### src/rtl/eknn_pkg.sv
// ----------------------------------------------------------------------------
// eknn_pkg: shared types and constants for the k-nearest-neighbor search
// Request codes, sequencer states, sorted-list command and field widths.
// ----------------------------------------------------------------------------
`default_nettype none

package eknn_pkg;

   // fixed field geometry of the request and response ports
   localparam int FIELD_DIMS = 10;
   localparam int FIELD_BITS = 4;
   localparam int DIST_W     = 12;
   localparam int TYPE_W     = 2;

   // neighbor list
   localparam int LIST_MAX = 64;
   localparam int K_W      = 6;
   localparam logic [K_W-1:0] NBR_RESET = 6'd24;

   // parameter defaults
   localparam int MAX_POINTS_DEF = 512;
   localparam int DIMS_DEF       = 10;
   localparam int COORD_BITS_DEF = 4;

   // request codes
   localparam logic [TYPE_W-1:0] REQ_LOAD  = 2'd0;
   localparam logic [TYPE_W-1:0] REQ_QUERY = 2'd1;
   localparam logic [TYPE_W-1:0] REQ_CLEAR = 2'd2;

   typedef enum logic [1:0] {
      ST_IDLE,
      ST_SCAN,
      ST_DRAIN,
      ST_EMIT
   } state_type;

   // operation on the sorted neighbor list
   typedef struct packed {
      logic clear;
      logic insert;
      logic shift;
   } sort_cmd_type;

endpackage

`default_nettype wire

### src/rtl/eknn_sorter.sv
// ----------------------------------------------------------------------------
// eknn_sorter: sorted list of nearest distinct distances
// Row of cells, ascending by distance; insert drops duplicates, shift pops
// the head, clear empties the list.
// ----------------------------------------------------------------------------
`default_nettype none

module eknn_sorter
   import eknn_pkg::*;
#(
   parameter int IDX_W = 9
) (
   input  wire logic              clock,
   input  wire logic              reset,
   input  wire sort_cmd_type      cmd,
   input  wire logic [DIST_W-1:0] cand_dist,
   input  wire logic [IDX_W-1:0]  cand_idx,
   output logic                   head_valid,
   output logic      [DIST_W-1:0] head_dist,
   output logic      [IDX_W-1:0]  head_idx
);

   logic [LIST_MAX-1:0] valid_ff;
   logic [LIST_MAX-1:0] valid_in;
   logic [DIST_W-1:0]   dist_ff [LIST_MAX];
   logic [DIST_W-1:0]   dist_in [LIST_MAX];
   logic [IDX_W-1:0]    idx_ff  [LIST_MAX];
   logic [IDX_W-1:0]    idx_in  [LIST_MAX];
   logic [LIST_MAX-1:0] lt;
   logic [LIST_MAX-1:0] eq;
   logic                dup;

   // empty cells count as infinitely far
   always_comb begin
      for (int j = 0; j < LIST_MAX; j++) begin
         lt[j] = !valid_ff[j] || (cand_dist < dist_ff[j]);
         eq[j] = valid_ff[j] && (cand_dist == dist_ff[j]);
      end
      dup = |eq;
   end

   always_comb begin
      for (int j = 0; j < LIST_MAX; j++) begin
         valid_in[j] = valid_ff[j];
         dist_in[j]  = dist_ff[j];
         idx_in[j]   = idx_ff[j];
         if (cmd.clear) begin
            valid_in[j] = 1'b0;
         end else if (cmd.shift) begin
            if (j == LIST_MAX-1) begin
               valid_in[j] = 1'b0;
            end else begin
               valid_in[j] = valid_ff[j+1];
               dist_in[j]  = dist_ff[j+1];
               idx_in[j]   = idx_ff[j+1];
            end
         end else if (cmd.insert && !dup) begin
            if (j > 0 && lt[(j > 0) ? j-1 : 0]) begin
               valid_in[j] = valid_ff[(j > 0) ? j-1 : 0];
               dist_in[j]  = dist_ff[(j > 0) ? j-1 : 0];
               idx_in[j]   = idx_ff[(j > 0) ? j-1 : 0];
            end else if (lt[j]) begin
               valid_in[j] = 1'b1;
               dist_in[j]  = cand_dist;
               idx_in[j]   = cand_idx;
            end
         end
      end
   end

   always_ff @(posedge clock) begin
      if (reset) begin
         valid_ff <= '0;
      end else begin
         valid_ff <= valid_in;
      end
   end

   always_ff @(posedge clock) begin
      for (int j = 0; j < LIST_MAX; j++) begin
         dist_ff[j] <= dist_in[j];
         idx_ff[j]  <= idx_in[j];
      end
   end

   assign head_valid = valid_ff[0];
   assign head_dist  = dist_ff[0];
   assign head_idx   = idx_ff[0];

endmodule

`default_nettype wire

### config.mk
export PLATFORM = sky130hd
export DESIGN_NAME = eknn_sorter
export DESIGN_NICKNAME = d
export VERILOG_FILES = /design/src/rtl/eknn_pkg.sv /design/src/rtl/eknn_sorter.sv
export SDC_FILE = /design/constraint.sdc
export NUM_CORES = 2
export LEC_CHECK = 0
export BUFFER_PORTS_ARGS = -buffer_cell sky130_fd_sc_hd__buf_2
export CAP_MARGIN = 20
export CORE_MARGIN = 5
export CORE_UTILIZATION = 30
export CTS_CLUSTER_DIAMETER = 80
export DETAILED_ROUTE_END_ITERATION = 6
export PLACE_DENSITY = 0.45
export SYNTH_ARGS = -nofsm -noshare
export SYNTH_HDL_FRONTEND = slang
export SYNTH_SLANG_ARGS = --single-unit
### constraint.sdc
create_clock -name clock -period 11.09 [get_ports clock]
set_input_delay 3.327 -clock clock [delete_from_list [all_inputs] [get_ports clock]]
set_output_delay 3.327 -clock clock [all_outputs]
set_load 0.05 [all_outputs]
==> out/metrics.yaml <==
yosys_warnings: 0
vdd_drop_max_v: 0.000118
cp-start-kind: "input pin"
fin_cells: 13800
antenna_found_initial: 7
slew_headroom_pct: 19.2
cts-root-buf: "clkbuf_16"
first_pass_iters: 6
cp_data_required_time_ns: 11.51
startpoint: "cand_dist[0]"
die_w_um: 565
ys_ff_latch: 1408
area_growth_pct: 11.6
worst_setup_path_end_kind: "flip-flop"
mostFrequentLayoutCells: "1464 x o21ai_0, 1344 x edfxtp_1, 962 x nand2_1, 768 x ha_1, 763 x mux2i_1"
gp_congestion: 0.846
outcome: "finished, final reports clean"
cts_tree: "yes"
grt_max_degree: 258
path_class: "in2reg"
row_count: 204
io_buffer_count: 47
hold_viol: 0
power_leakage_nw: 41.2
rsz0062_at_grt: "no"
period_minus_slack_ns: 8.61
yosys.area.top_type: "edfxtp_1"
drive_gt1_share_pct: 7.53
synth_top_area_share_pct: 43.6
maxCapViolations: 0
synth_area_mm2: 0.0926
multi_input_area_mm2: 0.0458
clock_skew_ns: 0.101
fmax_mhz: 116
fin_crit_sh_pct: 77.6
fillers: 31700
routed_wirelength_mm: 325
avgSynthCellArea_um2: 9.38
tightestPinTransition_ns: 1.20
timing.hold.worst.class: "reg2reg"
worstSkewPairLatency_ns: 0.89
p_per_area_mw_per_mm2: 142
wl_per_cell_um: 23.6
ys.flop_type: "edfxtp_1"
post-route-drc-count: 0
cts_resized: 0
cts.sinks: 1408
via_per_inst: 5.42
grt_pass1_wl_mm: 488
path_max_fanout: 34
coreArea_mm2: 0.308
setup_violations: 0
nNetsFinal: 10300
reg2reg_slack_ns: 5.82
h-tree-depth: 4
arrival_ns: 9.03
async_flop_share_pct: 0
initial_core_util_pct: 30.0
synth_edf_count: 1344
ys_seq_area_share_pct: 45.0
die_y_um: 565
r2r_cells: 11
regArea_mm2: 0.0416
reg2reg_from: "dist_ff[1][6]"
layout_commonest_cell: "o21ai_0"
first_global_vias: 74700
cts_made_buffers: 182
ioPinCount: 48
track_usage_pct: 19.6
fin_util_pct: 33.5
clockBufferDepth: 4
first_iter_violations: 6478
drv_slew: 0
cts_hold_buf: 0
grt_remaining_overflow: 0
syn_nets: 10700
reg2reg_to: "idx_ff[1][270]"
placed_cells: 13500
clk_pin_slew_ns: 0.06
vias: 74800
postCtsSetupBuffers: 0
synthTopCellsByArea: "edfxtp_1 44%, ha_1 10%, mux2i_1 8.3%, o21ai_0 8.0%, nand2_1 3.9%"
fin_tns_setup_ns: 0
syn_inst: 9869
crit_end: "idx_ff[1][270]"
die-area_mm2: 0.320
post_synth_num_cell_types: 61
hpwl_mm: 228
ant_nets: 0
[Yosys cell counts (all sizes together), types with 39 or more instances]
| library cell | number |
|---|---|
| a211oi | 70 |
| a21o | 158 |
| a21oi | 346 |
| a31oi | 499 |
| and4 | 50 |
| buf | 133 |
| clkbuf | 670 |
| dfxtp | 64 |
| edfxtp | 1344 |
| ha | 768 |
| inv | 730 |
| mux2 | 41 |
| mux2i | 763 |
| nand2 | 962 |
| nand3 | 564 |
| nand4 | 89 |
| nor2 | 592 |
| nor2b | 88 |
| nor3 | 81 |
| nor4 | 39 |
| o21a | 104 |
| o21ai | 1500 |
| or2 | 40 |
[layout make-up]
type / count / share of cell area (%)
antenna: 6 / 0.0145
timing repair buffer: 288 / 2.29
sequential: 1408 / 40.3
inverter: 730 / 2.66
clock buffer: 226 / 4.67
tap: 4120 / 4.99
clock inverter: 90 / 0.787
multi-input combinational: 6928 / 44.3
[per-stage QoR]
stage | setup slack, ns | total power, mW | hold WS, ns | instance area [um^2]
6_report | 2.48 | 14.7 | 0.523 | 103000
5_1_grt | 2.43 | 15.3 | 0.539 | 103000
4_1_cts | 2.44 | 14.8 | 0.515 | 103000
3_5_place_dp | 1.58 | 8.94 | 0.511 | 97600
3_3_place_gp | 1.57 | 8.88 | 0.511 | 97600
2_1_floorplan | 2.14 | 8.07 | 0.480 | 92600
[worst min-delay path by stage]
stage | from | endpoint | slack, ns | depth (start not counted)
finish | idx_ff[1][277] | idx_ff[1][286] | 0.52 | 1
global route | idx_ff[1][277] | idx_ff[1][286] | 0.54 | 1
CTS | idx_ff[1][277] | idx_ff[1][286] | 0.51 | 1
detailed placement | idx_ff[1][283] | idx_ff[1][274] | 0.51 | 2
global placement | idx_ff[1][282] | idx_ff[1][273] | 0.51 | 2
floorplan | valid_ff[62] | valid_ff[63] | 0.48 | 2
[metal layers]
metal | up-vias | track usage (%) | part of all wire, %
met3 | 493 | 2.41 | 4.8
met4 | 0 | 5.30 | 2.8
li1 | 35300 | - | -
met5 | - | 0 | 0
met1 | 36900 | 27.4 | 46
met2 | 2093 | 32.1 | 46
[power by group]
part / leakage, nW / switching [mW] / internal [mW]
clock network: 2.76 / 2.46 / 3.37
registers: 13.4 / 0.351 / 6.34
logic: 25.0 / 1.39 / 0.763
total: 41.2 / 4.19 / 10.5
[critical path, stage by stage]
cell       delay, ns
buf_4           0.51
inv_4           0.48
buf_4           0.39
ha_1            0.32
nand4_1         0.09
nor4_1          0.14
buf_4           0.20
a2111oi_1       0.81
buf_4           0.24
o2111ai_1       0.18
or4_4           0.47
o21ai_1         0.74
o211a_1         0.99
[state kept, by name, summed over array words and instances (netlist names)]
| register | cells |
|---|---|
| idx_ff | 576 |
| valid_ff | 64 |
| dist_ff | 768 |
[logic make-up after synthesis]
group	count (synthesis)	synth area share, %
mux	804	8.75
buf+inv	1533	6.32
fa+ha+maj	768	10.4
simple gates	2593	12.7
flops	1408	45.0
compound gates	2763	16.9
Note: power is estimated with default switching activity, not from simulation.
