File: config.mk
export PLATFORM = sky130hd
export DESIGN_NAME = eknn_dist
export DESIGN_NICKNAME = d
export VERILOG_FILES = /design/src/rtl/eknn_pkg.sv /design/src/rtl/eknn_dist.sv
export SDC_FILE = /design/constraint.sdc
export NUM_CORES = 1
export LEC_CHECK = 0
export BUFFER_PORTS_ARGS = -buffer_cell sky130_fd_sc_hd__buf_2
export CORE_MARGIN = 2
export CORE_UTILIZATION = 64
export CTS_CLUSTER_DIAMETER = 40
export DETAILED_ROUTE_END_ITERATION = 10
export GPL_ROUTABILITY_DRIVEN = 0
export PLACE_DENSITY = 0.86
export SYNTH_ARGS = -nofsm -noshare
export SYNTH_HDL_FRONTEND = slang
export SYNTH_SLANG_ARGS = --single-unit
File: constraint.sdc
create_clock -name clock -period 11.85 [get_ports clock]
set_input_delay 3.555 -clock clock [delete_from_list [all_inputs] [get_ports clock]]
set_output_delay 3.555 -clock clock [all_outputs]
set_load 0.005 [all_outputs]
File: src/rtl/eknn_pkg.sv
// ----------------------------------------------------------------------------
// eknn_pkg: shared types and constants for the k-nearest-neighbor search
// Request codes, sequencer states, sorted-list command and field widths.
// ----------------------------------------------------------------------------
`default_nettype none

package eknn_pkg;

   // fixed field geometry of the request and response ports
   localparam int FIELD_DIMS = 10;
   localparam int FIELD_BITS = 4;
   localparam int DIST_W     = 12;
   localparam int TYPE_W     = 2;

   // neighbor list
   localparam int LIST_MAX = 64;
   localparam int K_W      = 6;
   localparam logic [K_W-1:0] NBR_RESET = 6'd24;

   // parameter defaults
   localparam int MAX_POINTS_DEF = 512;
   localparam int DIMS_DEF       = 10;
   localparam int COORD_BITS_DEF = 4;

   // request codes
   localparam logic [TYPE_W-1:0] REQ_LOAD  = 2'd0;
   localparam logic [TYPE_W-1:0] REQ_QUERY = 2'd1;
   localparam logic [TYPE_W-1:0] REQ_CLEAR = 2'd2;

   typedef enum logic [1:0] {
      ST_IDLE,
      ST_SCAN,
      ST_DRAIN,
      ST_EMIT
   } state_type;

   // operation on the sorted neighbor list
   typedef struct packed {
      logic clear;
      logic insert;
      logic shift;
   } sort_cmd_type;

endpackage

`default_nettype wire

File: src/rtl/eknn_dist.sv
// ----------------------------------------------------------------------------
// eknn_dist: squared Euclidean distance unit
// Two stages: per-dimension squares, then the sum. One point per cycle.
// ----------------------------------------------------------------------------
`default_nettype none

module eknn_dist
   import eknn_pkg::*;
#(
   parameter int DIMS       = DIMS_DEF,
   parameter int COORD_BITS = COORD_BITS_DEF,
   parameter int IDX_W      = 9
) (
   input  wire logic                       clock,
   input  wire logic                       reset,
   input  wire logic                       in_valid,
   input  wire logic [DIMS*COORD_BITS-1:0] query,
   input  wire logic [DIMS*COORD_BITS-1:0] point,
   input  wire logic [IDX_W-1:0]           in_idx,
   output logic                            pend,
   output logic                            out_valid,
   output logic      [DIST_W-1:0]          out_dist,
   output logic      [IDX_W-1:0]           out_idx
);

   logic [COORD_BITS:0]     diff   [DIMS];
   logic [COORD_BITS:0]     neg    [DIMS];
   logic [COORD_BITS-1:0]   mag    [DIMS];
   logic [2*COORD_BITS-1:0] sq_in  [DIMS];
   logic [2*COORD_BITS-1:0] sq_ff  [DIMS];
   logic [DIST_W-1:0]       sum;
   logic                    va_ff;
   logic                    vb_ff;
   logic [IDX_W-1:0]        idx_a_ff;
   logic [IDX_W-1:0]        idx_b_ff;
   logic [DIST_W-1:0]       dist_ff;

   always_comb begin
      for (int d = 0; d < DIMS; d++) begin
         diff[d]  = {1'b0, query[d*COORD_BITS +: COORD_BITS]}
                  - {1'b0, point[d*COORD_BITS +: COORD_BITS]};
         neg[d]   = '0 - diff[d];
         mag[d]   = diff[d][COORD_BITS] ? neg[d][COORD_BITS-1:0]
                                        : diff[d][COORD_BITS-1:0];
         sq_in[d] = (2*COORD_BITS)'(mag[d]) * (2*COORD_BITS)'(mag[d]);
      end
   end

   always_comb begin
      sum = '0;
      for (int d = 0; d < DIMS; d++) begin
         sum = sum + DIST_W'(sq_ff[d]);
      end
   end

   always_ff @(posedge clock) begin
      if (reset) begin
         va_ff <= 1'b0;
         vb_ff <= 1'b0;
      end else begin
         va_ff <= in_valid;
         vb_ff <= va_ff;
      end
   end

   always_ff @(posedge clock) begin
      for (int d = 0; d < DIMS; d++) begin
         sq_ff[d] <= sq_in[d];
      end
      idx_a_ff <= in_idx;
      dist_ff  <= sum;
      idx_b_ff <= idx_a_ff;
   end

   assign pend      = va_ff;
   assign out_valid = vb_ff;
   assign out_dist  = dist_ff;
   assign out_idx   = idx_b_ff;

endmodule

`default_nettype wire

==> results summary <==
The number of max-cap violations came out at 0. The relative slew slack came out at 0.6331. The area of the core came out at 12,570 um^2. The mean post-synth cell area came out at between 9 and 10 um^2. The flow ran to the end, and the final reports show no timing, DRC or antenna violations. The source-to-sink clock delay at the later pin of the worst-skew pair is 0.35 ns. The startpoint identified for the worst register-to-register timing path is sq_ff[4][2]$_DFF_P_. The fraction of the cycle the final worst path needs came out at 0.5686. The initial cell density of the core came out at 0.6534. In the final routed layout, each cell accounts on average for 13.49 um. The number of register bits inferred by synthesis came out at between 100 and 150. The routed layout has 6,254 vias.

In the synthesized netlist, the number of instances is 876. The total negative slack for setup checks is 0 ns. The startpoint identified for the worst hold timing path is idx_a_ff[4]$_DFF_P_. The critical path is of the primary input to register type. The library cells used most frequently in the layout, excluding fill and tap cells, are 156 x sky130_fd_sc_hd__inv_1, 114 x sky130_fd_sc_hd__buf_2, 112 x sky130_fd_sc_hd__ha_1, 102 x sky130_fd_sc_hd__dfxtp_1, 85 x sky130_fd_sc_hd__nor2_1.

The worst-case setup margin in the final layout came out at 5.112 ns. The transition time of the tightest slew-check pin came out at 0.5351 ns. The endpoint identified for the worst register-to-register timing path is out_dist[11]$_DFF_P_. The DRC violation total after the first TritonRoute iteration is roughly 230. Post-CTS repair changed the size of 0 cells. The clock buffer count from CTS is 9. The number of enable flip-flop cells after synthesis came out at 0. The critical path ends at sq_ff[8][6]$_DFF_P_. Pin placement for this block handled 115 I/O pins. The largest net degree at the start of global routing came out at 22. The first detailed-routing pass ran for 4 iterations.

The filler cells instantiated in the layout total a little under 900. The number of antenna violations at the first check in global routing came out at 0. Counting distinct cell types in the post-synthesis netlist gives 47. The per-cell via count in the routed design came out at 5.291. Clock tree synthesis found a total of approximately 100 sinks. The die height is 117.3 um. The total number of yosys warnings is 0. The floorplan step defined a die boundary enclosing between 10,000 and 15,000 um^2. Data on the critical path arrives at its endpoint at 6.97 ns. The aggregate routed wire length came out at 15.94 mm. For this run, the leading register cell type out of synthesis is sky130_fd_sc_hd__dfxtp_1. The worst slack at placement is around 4.8 ns.

The final layout contains 1,281 nets. TritonCTS built the clock tree. The clock period could shrink to 6.738 ns. STA puts the critical path data required time at between 10 and 15 ns. The signed area change from the synthesized netlist to the final layout is 13.45%.

The portion of the post-synthesis area used by sequential elements is 0.2487. sky130_fd_sc_hd__dfxtp_1 takes more of the synthesized area than any other cell. The post-route DRC violation count came out at 0. The via count of the first global-routing pass came out at 6,295.

Setup violations remaining at the end of the flow were counted as 0. Measured in cells, the most critical reg-to-reg path has a length of 15. The placed wire-length estimate after detailed placement is 12.64 mm.

The floorplan has 41 rows. The root cell of the clock tree is sky130_fd_sc_hd__clkbuf_16. Sorting the synthesized cells by area gives the leading types as sky130_fd_sc_hd__dfxtp_1 25%, sky130_fd_sc_hd__fa_1 18%, sky130_fd_sc_hd__ha_1 17%. The top achievable clock speed is 0.1484 GHz. Tracing the worst setup path back leads to its startpoint at query[32].

In the final layout, the share of cells above drive strength 1 is 0.1535. The global-route usage over all layers came out at 0.2490. The slack of the worst reg-to-reg path is 6.99 ns. Of all nets on the critical path, the largest fanout is 6. The final number of hold-violating endpoints came out at 0. From left edge to right edge, the die measures 117.3 um. The most common library cell in the layout ignoring fill and taps is sky130_fd_sc_hd__inv_1.

The critical path startpoint category is a primary input. The maximum clock insertion buffer count came out at 2. The max-slew violation count came out at 0. The number of buffers added for setup after CTS came out at 0. The cell area after synthesis is about 8200 um^2.

The H-tree generated during clock tree synthesis spans 3 levels. The remaining global-route overflow came out at 0. In this run the worst hold path is classified as register to register. The number of antenna diodes is 0.

The port buffer count is 114. In this run the remaining antenna-violating nets after routing total 0. The fraction of post-synthesis cell area in the top cell type by area came out at 0.2487.

The first global-routing pass estimated around 27 mm of wire. The clock slew seen by the registers of the worst setup and hold paths is 0.07 ns. The quantity of hold-fixing buffers added after cts came out at 0. The worst setup path is captured at a register. Setup repair after global routing left no endpoint under its margin.

The fraction of registers with async set/reset came out at 0. The worst-case clock skew came out at between 0.006 and 0.007 ns.
## how the worst min path moves through the flow
stage	cells past startpoint	slack (ns)	to
detailed placement	0	0.31	out_idx[1]$_DFF_P_
CTS	0	0.33	out_idx[8]$_DFF_P_
floorplan	0	0.31	out_idx[0]$_DFF_P_
global route	0	0.34	out_idx[1]$_DFF_P_
global placement	0	0.31	out_idx[0]$_DFF_P_
finish	0	0.33	out_idx[4]$_DFF_P_
## synthesized netlist by cell type, types with 10 or more instances
library cell and count:
sky130_fd_sc_hd__a21o_1 19, sky130_fd_sc_hd__nor3_1 16, sky130_fd_sc_hd__nand3_1 17, sky130_fd_sc_hd__nor2_1 85, sky130_fd_sc_hd__fa_1 72, sky130_fd_sc_hd__dfxtp_1 102, sky130_fd_sc_hd__xnor2_1 29, sky130_fd_sc_hd__nand2b_1 10
sky130_fd_sc_hd__nand2_1 40, sky130_fd_sc_hd__xor2_1 29, sky130_fd_sc_hd__ha_1 112, sky130_fd_sc_hd__inv_1 156, sky130_fd_sc_hd__nor2b_1 18, sky130_fd_sc_hd__and2_1 14, sky130_fd_sc_hd__a21oi_1 39
## logic make-up after synthesis
| logic type | Yosys count | synth area share |
|---|---|---|
| AOI/OAI and AO/OA | 128 | 0.1149 |
| xor gates and xnor gates | 58 | 0.06186 |
| adders and majority gates | 184 | 0.3462 |
| buffers and inverters | 156 | 0.07131 |
| DFF | 102 | 0.2487 |
| muxes | 10 | 0.01463 |
| other | 2 | 0.0009146 |
| and+or+nand+nor | 236 | 0.1416 |
## flip-flops by register name, indices dropped and copies added (netlist names)
| register | flops |
|---|---|
| out_valid | 1 |
| idx_a_ff | 9 |
| pend | 1 |
| out_dist | 12 |
| out_idx | 9 |
| sq_ff | 70 |
## final cells by class
class                      instances  area, um^2  area share
timing repair buffer             114       570.5     0.06124
tap                              172       215.2     0.02310
sequential                       102        2042      0.2192
inverter                         156       585.6     0.06285
clock buffer                       9       225.2     0.02417
multi-input combinational        622        5599      0.6010
clock inverter                     7       78.83    0.008461
## through the flow
stage,std cells,hold WS [ns],util,instance area [um^2]
global placement,1166,0.3099,0.7171,9012
floorplan,880,0.3096,-,8227
finish,1182,0.3285,0.7413,9316
detailed placement,1166,0.3121,0.7171,9012
global route,1182,0.3371,0.7413,9316
CTS,1182,0.3301,0.7413,9316
## layer usage
layer  global-route usage  vias to the layer above  share of wire
li1                     -                     3144              -
met1               0.2851                     2906           0.41
met2               0.4521                      154           0.51
met3              0.05613                       50          0.049
met4              0.09412                        0          0.033
met5                    0                        -              0
## critical path: stages
cell,delay (ns)
sky130_fd_sc_hd__buf_2,0.09
sky130_fd_sc_hd__inv_1,0.04
sky130_fd_sc_hd__ha_1,0.15
sky130_fd_sc_hd__inv_1,0.05
sky130_fd_sc_hd__fa_1,0.50
sky130_fd_sc_hd__inv_1,0.07
sky130_fd_sc_hd__ha_1,0.18
sky130_fd_sc_hd__a211oi_1,0.22
sky130_fd_sc_hd__xor2_1,0.38
sky130_fd_sc_hd__nor2b_1,0.13
sky130_fd_sc_hd__and2_1,0.22
sky130_fd_sc_hd__fa_1,0.43
sky130_fd_sc_hd__a21o_1,0.19
sky130_fd_sc_hd__a21oi_1,0.21
sky130_fd_sc_hd__inv_1,0.08
sky130_fd_sc_hd__or3_1,0.30
sky130_fd_sc_hd__o2111a_1,0.15
Power is not shown: default switching activity piles up to over one toggle a cycle in this logic, so the estimate is an artifact.
